==> src/rtl/ocpu_pkg.sv <==
`default_nettype none
package ocpu_pkg;

  localparam int MemBits    = 512;
  localparam int MemAw      = $clog2(MemBits);
  localparam int OutLimit   = 512;
  localparam int StackDepth = 16;
  localparam int StAw       = $clog2(StackDepth);
  localparam int PtrBits    = 16;

  // Opcodes of the decoded instruction.
  localparam logic [4:0] OpMovCr    = 5'd0;
  localparam logic [4:0] OpMovCm    = 5'd1;
  localparam logic [4:0] OpFill     = 5'd2;
  localparam logic [4:0] OpMovMr    = 5'd3;
  localparam logic [4:0] OpMovRm    = 5'd4;
  localparam logic [4:0] OpMovMm    = 5'd5;
  localparam logic [4:0] OpCopy     = 5'd6;
  localparam logic [4:0] OpMovRr    = 5'd7;
  localparam logic [4:0] OpJmp      = 5'd8;
  localparam logic [4:0] OpJmpZ     = 5'd9;
  localparam logic [4:0] OpJmpNz    = 5'd10;
  localparam logic [4:0] OpJmpR     = 5'd11;
  localparam logic [4:0] OpJmpRz    = 5'd12;
  localparam logic [4:0] OpJmpRnz   = 5'd13;
  localparam logic [4:0] OpAndC     = 5'd14;
  localparam logic [4:0] OpAndR     = 5'd15;
  localparam logic [4:0] OpOrC      = 5'd16;
  localparam logic [4:0] OpOrR      = 5'd17;
  localparam logic [4:0] OpNot      = 5'd18;
  localparam logic [4:0] OpSwap     = 5'd19;
  localparam logic [4:0] OpOutA     = 5'd20;
  localparam logic [4:0] OpOutMem   = 5'd21;
  localparam logic [4:0] OpOutRange = 5'd22;
  localparam logic [4:0] OpPrint    = 5'd23;
  localparam logic [4:0] OpHalt     = 5'd24;
  localparam logic [4:0] OpInA      = 5'd25;
  localparam logic [4:0] OpInMem    = 5'd26;
  localparam logic [4:0] OpCall     = 5'd27;
  localparam logic [4:0] OpRet      = 5'd28;

  // Fault codes.
  localparam logic [3:0] ErrNone     = 4'd0;
  localparam logic [3:0] ErrPtr      = 4'd1;
  localparam logic [3:0] ErrAddr     = 4'd2;
  localparam logic [3:0] ErrReversed = 4'd3;
  localparam logic [3:0] ErrLength   = 4'd4;
  localparam logic [3:0] ErrOverflow = 4'd5;
  localparam logic [3:0] ErrStackOvf = 4'd6;
  localparam logic [3:0] ErrStackEmp = 4'd7;
  localparam logic [3:0] ErrUnknown  = 4'd8;

  // Access request to the bit memory.
  typedef struct packed {
    logic             rd_en;
    logic [MemAw-1:0] rd_addr;
    logic             wr_en;
    logic [MemAw-1:0] wr_addr;
    logic             wr_data;
  } mem_req_t;

endpackage
`default_nettype wire

==> src/rtl/ocpu_bitmem.sv <==
`default_nettype none
module ocpu_bitmem import ocpu_pkg::*; (
  input  wire logic     clk_i,
  input  wire logic     rst_ni,
  input  wire mem_req_t req_i,
  output logic          rd_data_o,
  output logic          busy_o
);

  logic             mem [MemBits];
  logic [MemAw:0]   clr_q;
  logic [MemAw:0]   clr_d;
  logic             rd_q;

  // The clearing pass walks every entry once after reset.
  assign busy_o = ~clr_q[MemAw];
  assign clr_d  = clr_q + (MemAw+1)'(1);

  always_ff @(posedge clk_i or negedge rst_ni) begin
    if (!rst_ni) begin
      clr_q <= '0;
    end else if (busy_o) begin
      clr_q <= clr_d;
    end
  end

  // Single write port, one registered read port.
  always_ff @(posedge clk_i) begin
    if (busy_o) begin
      mem[clr_q[MemAw-1:0]] <= 1'b0;
    end else if (req_i.wr_en) begin
      mem[req_i.wr_addr] <= req_i.wr_data;
    end
    if (req_i.rd_en) begin
      rd_q <= mem[req_i.rd_addr];
    end
  end

  assign rd_data_o = rd_q;

endmodule
`default_nettype wire

==> src/rtl/one_bit_cpu_execute.sv <==
// Each instruction goes from accept through the execute state to the done state, which
// hands the result to the output register; single reads and return add a use state,
// range copy and range out alternate use and read states for each bit, and fills step
// through a fill state for each bit. One instruction is in flight at a time, so a word
// is accepted only in the idle state; a new word is taken while a result waits.
// Reset clears all machine state; a clearing pass then zeroes every entry of the
// bit memory, during which no instruction word is accepted.
`default_nettype none
module one_bit_cpu_execute import ocpu_pkg::*; (
  input  wire logic        clk_i,
  input  wire logic        rst_ni,
  input  wire logic        cfg_we_i,
  input  wire logic [15:0] cfg_wdata_i,
  input  wire logic        s_axis_tvalid,
  output logic             s_axis_tready,
  // req_type, src_sel, dst_sel, const_bit, first_lo, first_hi, second_lo,
  // second_hi, jump_target, jump_offset, input_bit, zero pad
  input  wire logic [87:0] s_axis_tdata,
  output logic             m_axis_tvalid,
  input  wire logic        m_axis_tready,
  // next_ip, halted, error_code, printed, print_value, print_count
  output logic [95:0]      m_axis_tdata
);

  localparam logic [2:0] StIdle = 3'd0;
  localparam logic [2:0] StExec = 3'd1;
  localparam logic [2:0] StFill = 3'd2;
  localparam logic [2:0] StRdn  = 3'd3;
  localparam logic [2:0] StUse  = 3'd4;
  localparam logic [2:0] StDone = 3'd5;

  logic [2:0]  state_q, state_d;
  logic [4:0]  op_q;
  logic [1:0]  src_q, dst_q;
  logic        cb_q, ib_q;
  logic [9:0]  f1_q, f2_q, s1_q, s2_q;
  logic [15:0] tgt_q, off_q;
  logic [2:0]  abc_q, abc_d;
  logic [PtrBits-1:0] ptr_q, ptr_d;
  logic        pinv_q, pinv_d;
  logic [63:0] oshift_q, oshift_d;
  logic [9:0]  ocnt_q, ocnt_d;
  logic [StAw:0] lvl_q, lvl_d;
  logic        stop_q, stop_d;
  logic [3:0]  fault_q, fault_d;
  logic [15:0] plen_q;
  logic [MemAw-1:0] cur_q, cur_d, dcur_q, dcur_d;
  logic        pr_q, pr_d;
  logic [63:0] pval_q, pval_d;
  logic [9:0]  pcnt_q, pcnt_d;
  logic        mvalid_q, mvalid_d;
  logic [95:0] mdata_q, mdata_d;

  logic [PtrBits-1:0] stk_mem [StackDepth];
  logic [PtrBits-1:0] stk_rdata_q;
  logic        st_we, st_re;
  logic [StAw-1:0] st_waddr, st_raddr;

  mem_req_t    mreq;
  logic        mrd;
  logic        clr_busy;
  logic        accept;

  logic        f1_bad, f2_bad, s1_bad, s2_bad, ptr_bad;
  logic [3:0]  err;
  logic [10:0] out_need;
  logic [PtrBits:0]   inc_sum;
  logic [PtrBits+1:0] rel_sum;
  logic [PtrBits:0]   ret_sum;
  logic [PtrBits-1:0] nxt_ptr;
  logic        nxt_inv;
  logic        src_v, dst_v, src_ok;

  function automatic logic get_bit(logic [2:0] abc, logic [1:0] sel);
    get_bit = (sel == 2'd3) ? 1'b0 : abc[sel];
  endfunction

  function automatic logic [2:0] put_bit(logic [2:0] abc, logic [1:0] sel, logic v);
    logic [2:0] r;
    r = abc;
    if (sel != 2'd3) r[sel] = v;
    put_bit = r;
  endfunction

  ocpu_bitmem u_bitmem (
    .clk_i     (clk_i),
    .rst_ni    (rst_ni),
    .req_i     (mreq),
    .rd_data_o (mrd),
    .busy_o    (clr_busy)
  );

  assign s_axis_tready = (state_q == StIdle) && !clr_busy;
  assign accept        = s_axis_tvalid && s_axis_tready;
  assign m_axis_tvalid = mvalid_q;
  assign m_axis_tdata  = mdata_q;

  // Operand checks on the latched word.
  assign f1_bad  = f1_q >= 10'(MemBits);
  assign f2_bad  = f2_q >= 10'(MemBits);
  assign s1_bad  = s1_q >= 10'(MemBits);
  assign s2_bad  = s2_q >= 10'(MemBits);
  assign ptr_bad = pinv_q || (ptr_q >= plen_q);
  assign out_need = {1'b0, ocnt_q} + {1'b0, f2_q - f1_q} + 11'd1;
  assign src_v   = get_bit(abc_q, src_q);
  assign dst_v   = get_bit(abc_q, dst_q);
  assign src_ok  = src_q != 2'd3;

  always_comb begin
    err = ErrNone;
    case (op_q)
      OpMovCm, OpMovMr, OpMovRm, OpInMem: if (f1_bad) err = ErrAddr;
      OpFill: if (f1_bad || f2_bad) err = ErrAddr;
      OpMovMm: if (f1_bad || s1_bad) err = ErrAddr;
      OpCopy: begin
        if (f1_bad || f2_bad || s1_bad || s2_bad) err = ErrAddr;
        else if (f1_q > f2_q || s1_q > s2_q) err = ErrReversed;
        else if ((f2_q - f1_q) != (s2_q - s1_q)) err = ErrLength;
      end
      OpOutA: if (ocnt_q >= 10'(OutLimit)) err = ErrOverflow;
      OpOutMem: begin
        if (ocnt_q >= 10'(OutLimit)) err = ErrOverflow;
        else if (f1_bad) err = ErrAddr;
      end
      OpOutRange: begin
        if (f1_bad || f2_bad) err = ErrAddr;
        else if (f1_q > f2_q) err = ErrReversed;
        else if (out_need > 11'(OutLimit)) err = ErrOverflow;
      end
      OpCall: if (lvl_q >= (StAw+1)'(StackDepth)) err = ErrStackOvf;
      OpRet: if (lvl_q == '0) err = ErrStackEmp;
      OpMovCr, OpMovRr, OpJmp, OpJmpZ, OpJmpNz, OpJmpR, OpJmpRz, OpJmpRnz,
      OpAndC, OpAndR, OpOrC, OpOrR, OpNot, OpSwap, OpPrint, OpHalt, OpInA: err = ErrNone;
      default: err = ErrUnknown;
    endcase
  end

  // Next pointer: increment, absolute or relative jump.
  assign inc_sum = {1'b0, ptr_q} + (PtrBits+1)'(1);
  assign rel_sum = {2'b00, ptr_q} + {{2{off_q[15]}}, off_q};
  assign ret_sum = {1'b0, stk_rdata_q} + (PtrBits+1)'(1);

  always_comb begin
    nxt_ptr = inc_sum[PtrBits-1:0];
    nxt_inv = inc_sum[PtrBits];
    case (op_q)
      OpJmp, OpCall: begin
        nxt_ptr = tgt_q;
        nxt_inv = 1'b0;
      end
      OpJmpZ, OpJmpNz: begin
        if (src_ok && (src_v == (op_q == OpJmpNz))) begin
          nxt_ptr = tgt_q;
          nxt_inv = 1'b0;
        end
      end
      OpJmpR: begin
        nxt_ptr = rel_sum[PtrBits-1:0];
        nxt_inv = rel_sum[PtrBits+1] | rel_sum[PtrBits];
      end
      OpJmpRz, OpJmpRnz: begin
        if (src_ok && (src_v == (op_q == OpJmpRnz))) begin
          nxt_ptr = rel_sum[PtrBits-1:0];
          nxt_inv = rel_sum[PtrBits+1] | rel_sum[PtrBits];
        end
      end
      default: ;
    endcase
  end

  // Sequencer: check, execute, walk memory, deliver.
  always_comb begin
    state_d  = state_q;
    abc_d    = abc_q;
    ptr_d    = ptr_q;
    pinv_d   = pinv_q;
    oshift_d = oshift_q;
    ocnt_d   = ocnt_q;
    lvl_d    = lvl_q;
    stop_d   = stop_q;
    fault_d  = fault_q;
    cur_d    = cur_q;
    dcur_d   = dcur_q;
    pr_d     = pr_q;
    pval_d   = pval_q;
    pcnt_d   = pcnt_q;
    mvalid_d = mvalid_q;
    mdata_d  = mdata_q;
    mreq     = '0;
    st_we    = 1'b0;
    st_re    = 1'b0;
    st_waddr = lvl_q[StAw-1:0];
    st_raddr = StAw'(lvl_q - (StAw+1)'(1));

    if (mvalid_q && m_axis_tready) mvalid_d = 1'b0;

    case (state_q)
      StIdle: begin
        if (accept) begin
          state_d = StExec;
          pr_d    = 1'b0;
          pval_d  = '0;
          pcnt_d  = '0;
        end
      end
      StExec: begin
        state_d = StDone;
        if (stop_q) begin
          state_d = StDone;
        end else if (ptr_bad) begin
          stop_d  = 1'b1;
          fault_d = ErrPtr;
        end else if (err != ErrNone) begin
          stop_d  = 1'b1;
          fault_d = err;
        end else begin
          ptr_d  = nxt_ptr;
          pinv_d = nxt_inv;
          case (op_q)
            OpMovCr: abc_d = put_bit(abc_q, dst_q, cb_q);
            OpMovRr: abc_d = put_bit(abc_q, dst_q, src_v);
            OpAndC:  abc_d[0] = abc_q[0] & cb_q;
            OpAndR:  abc_d[0] = abc_q[0] & src_v;
            OpOrC:   abc_d[0] = abc_q[0] | cb_q;
            OpOrR:   abc_d[0] = abc_q[0] | src_v;
            OpNot:   abc_d[0] = ~abc_q[0];
            OpSwap:  abc_d = put_bit(put_bit(abc_q, src_q, dst_v), dst_q, src_v);
            OpInA:   abc_d[0] = ib_q;
            OpMovCm, OpInMem, OpMovRm: begin
              mreq.wr_en   = 1'b1;
              mreq.wr_addr = f1_q[MemAw-1:0];
              mreq.wr_data = (op_q == OpMovCm) ? cb_q :
                             (op_q == OpInMem) ? ib_q : src_v;
            end
            OpFill: begin
              if (f1_q <= f2_q) begin
                cur_d   = f1_q[MemAw-1:0];
                state_d = StFill;
              end
            end
            OpMovMr, OpOutMem, OpMovMm, OpCopy, OpOutRange: begin
              mreq.rd_en   = 1'b1;
              mreq.rd_addr = f1_q[MemAw-1:0];
              cur_d        = f1_q[MemAw-1:0];
              dcur_d       = s1_q[MemAw-1:0];
              state_d      = StUse;
            end
            OpOutA: begin
              oshift_d = {oshift_q[62:0], abc_q[0]};
              ocnt_d   = ocnt_q + 10'd1;
            end
            OpPrint: begin
              pr_d     = 1'b1;
              pval_d   = oshift_q;
              pcnt_d   = ocnt_q;
              oshift_d = '0;
              ocnt_d   = '0;
            end
            OpHalt: begin
              stop_d  = 1'b1;
              fault_d = ErrNone;
            end
            OpCall: begin
              st_we = 1'b1;
              lvl_d = lvl_q + (StAw+1)'(1);
            end
            OpRet: begin
              st_re   = 1'b1;
              lvl_d   = lvl_q - (StAw+1)'(1);
              state_d = StUse;
            end
            default: ;
          endcase
        end
      end
      StFill: begin
        mreq.wr_en   = 1'b1;
        mreq.wr_addr = cur_q;
        mreq.wr_data = cb_q;
        if (cur_q == f2_q[MemAw-1:0]) state_d = StDone;
        else cur_d = cur_q + MemAw'(1);
      end
      StRdn: begin
        mreq.rd_en   = 1'b1;
        mreq.rd_addr = cur_q;
        state_d      = StUse;
      end
      StUse: begin
        state_d = StDone;
        case (op_q)
          OpMovMr: abc_d = put_bit(abc_q, dst_q, mrd);
          OpOutMem: begin
            oshift_d = {oshift_q[62:0], mrd};
            ocnt_d   = ocnt_q + 10'd1;
          end
          OpMovMm: begin
            mreq.wr_en   = 1'b1;
            mreq.wr_addr = s1_q[MemAw-1:0];
            mreq.wr_data = mrd;
          end
          OpCopy: begin
            mreq.wr_en   = 1'b1;
            mreq.wr_addr = dcur_q;
            mreq.wr_data = mrd;
            if (cur_q != f2_q[MemAw-1:0]) begin
              cur_d   = cur_q + MemAw'(1);
              dcur_d  = dcur_q + MemAw'(1);
              state_d = StRdn;
            end
          end
          OpOutRange: begin
            oshift_d = {oshift_q[62:0], mrd};
            ocnt_d   = ocnt_q + 10'd1;
            if (cur_q != f2_q[MemAw-1:0]) begin
              cur_d   = cur_q + MemAw'(1);
              state_d = StRdn;
            end
          end
          OpRet: begin
            ptr_d  = ret_sum[PtrBits-1:0];
            pinv_d = ret_sum[PtrBits];
          end
          default: ;
        endcase
      end
      StDone: begin
        if (!mvalid_q || m_axis_tready) begin
          mvalid_d = 1'b1;
          mdata_d  = {pcnt_q, pval_q, pr_q, fault_q, stop_q, ptr_q};
          state_d  = StIdle;
        end
      end
      default: state_d = StIdle;
    endcase
  end

  // Control and machine state.
  always_ff @(posedge clk_i or negedge rst_ni) begin
    if (!rst_ni) begin
      state_q  <= StIdle;
      abc_q    <= '0;
      ptr_q    <= '0;
      pinv_q   <= 1'b0;
      oshift_q <= '0;
      ocnt_q   <= '0;
      lvl_q    <= '0;
      stop_q   <= 1'b0;
      fault_q  <= ErrNone;
      plen_q   <= '0;
      mvalid_q <= 1'b0;
    end else begin
      state_q  <= state_d;
      abc_q    <= abc_d;
      ptr_q    <= ptr_d;
      pinv_q   <= pinv_d;
      oshift_q <= oshift_d;
      ocnt_q   <= ocnt_d;
      lvl_q    <= lvl_d;
      stop_q   <= stop_d;
      fault_q  <= fault_d;
      mvalid_q <= mvalid_d;
      if (cfg_we_i) plen_q <= cfg_wdata_i;
    end
  end

  // Instruction word, walk pointers and result payload.
  always_ff @(posedge clk_i) begin
    if (accept) begin
      op_q  <= s_axis_tdata[4:0];
      src_q <= s_axis_tdata[6:5];
      dst_q <= s_axis_tdata[8:7];
      cb_q  <= s_axis_tdata[9];
      f1_q  <= s_axis_tdata[19:10];
      f2_q  <= s_axis_tdata[29:20];
      s1_q  <= s_axis_tdata[39:30];
      s2_q  <= s_axis_tdata[49:40];
      tgt_q <= s_axis_tdata[65:50];
      off_q <= s_axis_tdata[81:66];
      ib_q  <= s_axis_tdata[82];
    end
    cur_q   <= cur_d;
    dcur_q  <= dcur_d;
    pr_q    <= pr_d;
    pval_q  <= pval_d;
    pcnt_q  <= pcnt_d;
    mdata_q <= mdata_d;
  end

  // Return stack memory with registered read.
  always_ff @(posedge clk_i) begin
    if (st_we) stk_mem[st_waddr] <= ptr_q;
    if (st_re) stk_rdata_q <= stk_mem[st_raddr];
  end

  // The output buffer never grows past its limit.
  assert property (@(posedge clk_i) disable iff (!rst_ni)
    ocnt_q <= 10'(OutLimit)) else $error("output buffer count beyond limit");

  // The call stack level never exceeds its depth.
  assert property (@(posedge clk_i) disable iff (!rst_ni)
    lvl_q <= (StAw+1)'(StackDepth)) else $error("stack level beyond depth");

  // A stopped machine stays stopped.
  assert property (@(posedge clk_i) disable iff (!rst_ni)
    stop_q |=> stop_q) else $error("machine left the stopped state");

  // No word is taken while the bit memory is being cleared.
  assert property (@(posedge clk_i) disable iff (!rst_ni)
    clr_busy |-> !s_axis_tready) else $error("word accepted during clearing");

endmodule
`default_nettype wire

==> config.mk <==
export PLATFORM = sky130hd
export DESIGN_NAME = one_bit_cpu_execute
export DESIGN_NICKNAME = d
export VERILOG_FILES = /design/src/rtl/ocpu_pkg.sv /design/src/rtl/ocpu_bitmem.sv /design/src/rtl/one_bit_cpu_execute.sv
export SDC_FILE = /design/constraint.sdc
export NUM_CORES = 2
export LEC_CHECK = 0
export ABC_AREA = 0
export BUFFER_PORTS_ARGS = -buffer_cell sky130_fd_sc_hd__buf_2
export CORE_MARGIN = 4
export CORE_UTILIZATION = 44
export DETAILED_ROUTE_END_ITERATION = 8
export GPL_ROUTABILITY_DRIVEN = 0
export PLACE_DENSITY = 0.71
export SYNTH_ARGS = -nofsm -noshare
export SYNTH_HDL_FRONTEND = slang
export SYNTH_SLANG_ARGS = --single-unit
==> constraint.sdc <==
create_clock -name clk_i -period 12.75 [get_ports clk_i]
set_input_delay 0.6375 -clock clk_i [delete_from_list [all_inputs] [get_ports clk_i]]
set_output_delay 0.6375 -clock clk_i [all_outputs]
set_load 0.05 [all_outputs]
==> results.cfg <==
[synthesis]
synth_nets = 4471
synthCells = 4282
synth_seq_cells = 1191
synth_edf_count = 1057
synth.distinct_cells = 96
async_reset_ff_share_pct = 11.3
synthTopCellsByCount = edfxtp_1 (1057), nor2_1 (653), nand2_1 (608)
syn-mean-instance-area_um2 = 12.4
syn-cell-area_um2 = 53200
synth_ff_type = edfxtp_1
synth_top_area_share_pct = 59.7
synth_seq_area_share_pct = 66.0
yosysMostFrequentCell = edfxtp_1
yosysWarnings = 0
synth_top_area_cell = edfxtp_1
ys_top_cells_by_area = edfxtp_1 (60%), dfrtp_1 (6.3%), nor2_1 (4.6%), nand2_1 (4.3%), mux4_2 (3.4%)

[power]
p_leak_nw = 19.4
ir_drop_uv = 107
pwr_density_cell_nw_per_um2 = 130

[global_route]
antenna_found_initial = 3
grt_start_max_net_pins = 124
grt_pass1_wl_um = 205000
grt.total_usage_pct = 21.0
grt_pass1_vias = 34175
grt_remaining_overflow = 0

[critical_path]
reg2regPathDepth = 26
slowest_stage = buf_4
slowest_delay_ns = 0.79
r2r_setup_slack_ns = 4.34
cp-start-kind = flip-flop
cp.arrival_ns = 8.83
crit_family = compound AO/OA/AOI/OAI gates
critPathKind = reg2reg
cp_num_buf_inv = 3
timing.critical_path.to_type = flip-flop
worst_r2r_startpoint = f1_q[1]
crit_required_ns = 13.17
cp_max_fo = 72
timing.rr.end = u_bitmem.rd_data_o

[clock_tree]
clock-root-buffer = clkbuf_16
clkSinkCount = 1191
numCtsBuffers = 113
post_cts_buffers = 0
clkTransAtPathRegs_ns = 0.07
cts_tree = built
clkLatencyLatePin_ns = 0.71
hold_buffers = 1
htree_num_levels = 3
ctsResizeCount = 0
ctsLongestPathBuffers = 3

[routing]
wire_per_inst_um = 22.3
wl_met2_um = 65000
dr_total_vias = 35265
drcViolationCount = 0
dr.pass1.iters = 6
drtAntennaViolNets = 0
vias_per_cell = 5.78
routed_wl_um = 136000
drt_iter0_drc = 3924
top_layer = met5
wl_met1_um = 54300
wl_met3_um = 12200

[min_path]
holdCritStartpoint = s_axis_tdata[78]
min_to = off_q[12]
hold_path.class = in2reg
hold_depth = 1

[timing]
max_freq_mhz = 119
final-max-slew-violation-count = 0
rsz0062_at_grt = no
skew_ns = 0.0402
tns_ns = 0
period_minus_slack_ns = 8.41
setup_violations = 0
period_share_pct = 66.0
hold_viol = 0
maxSlewHeadroom_pct = 23.1
worst_slew_pin_slew_ns = 1.15

[finish]
seq_area_um2 = 35100
drive_above_1_share_pct = 13.3
instances_no_fill = 6103
num-nets-final = 4583
area_growth_pct = 11.9
fillers = 10167
multi_input_area_um2 = 16600

[floorplanning]
core_area_um2 = 120000
io_pins = 207
rows = 127
die_w_um = 356
dieArea_um2 = 126000
initial_utilization_pct = 44.3
die_h_um = 356

[placement]
hpwl_um = 82400
io_buffer_count = 201
place_inst = 5890

[run_status]
status = completed

[run]
drv_cap = 0
[layout by cell type (no fill, tap or decap), types with 46 or more instances in the layout]
master and count:
o21ai_0 122, xor2_1 46, edfxtp_1 1057, a21oi_1 110
clkbuf_16 116, a31oi_1 64, buf_4 78, and3_1 161
ha_1 75, dfrtp_1 132, nor2_1 651, mux2i_1 61
nand2_1 606, buf_2 200, a211oi_1 77, mux4_2 80
xnor2_1 50, inv_1 67, nand3_1 182
[report_power, final]
| group | internal (mW) | switching, mW |
|---|---|---|
| Sequential | 4.20 | 0.00127 |
| Combinational | 0.0169 | 0.0282 |
| Clock | 2.00 | 1.51 |
[metrics by stage]
step | setup WS, ns | hold slack [ns] | util, % | total power [mW] | cell area, µm²
after global placement | 4.65 | 0.402 | 46.4 | 4.32 | 55600
after detailed placement | 4.59 | 0.405 | 46.4 | 4.32 | 55600
final | 4.34 | 0.0984 | 49.6 | 7.75 | 59500
after floorplan | 0.427 | 0.342 | - | 4.29 | 53200
after CTS | 4.53 | 0.0509 | 49.6 | 7.80 | 59500
after global routing | 3.81 | 0.0717 | 49.6 | 7.97 | 59500
[cells by family (layout without fill, tap and decap cells)]
logic type	after synthesis	count (layout)	share of synthesized area (%)
simple gates	1780	1780	14.7
flops	1191	1191	66.0
compound gates	636	636	8.11
buf+inv	350	557	2.92
mux	145	145	4.62
xor+xnor	100	100	1.70
fa+ha+maj	80	80	1.94
other cells	0	2	0
[worst max path at each step]
stage                       start  cells after the start  slack (ns)            endpoint
after global placement    f1_q[1]                     26        4.65  u_bitmem.rd_data_o
after detailed placement  f1_q[1]                     26        4.59  u_bitmem.rd_data_o
after CTS                 f1_q[1]                     26        4.53  u_bitmem.rd_data_o
after floorplan           f1_q[0]                     19        0.43     u_bitmem.mem[0]
after global routing      f1_q[1]                     26        3.81  u_bitmem.rd_data_o
final                     f1_q[1]                     26        4.34  u_bitmem.rd_data_o
[layout make-up]
class | instances | area share, %
sequential | 1191 | 59.0
multi-input combinational | 2741 | 28.0
clock buffer | 137 | 5.04
tap | 1612 | 3.39
timing repair buffer | 280 | 2.70
clock inverter | 73 | 1.49
inverter | 67 | 0.423
antenna | 2 | 0.00841
[metal layers]
metal	up-vias	track usage, %
met5	-	0
met4	2	7.35
met3	310	3.95
met2	1585	34.6
met1	17446	28.2
li1	15922	-
[flip-flops by register name, summed over array words and instances, names as in the netlist, 16 cells and up]
register	flops
m_axis_tdata	96
tgt_q	16
u_bitmem.mem	512
stk_rdata_q	16
stk_mem	256
plen_q	16
off_q	16
ptr_q	16
pval_q	64
oshift_q	64
No activity file was read; power rests on OpenSTA's default activity.
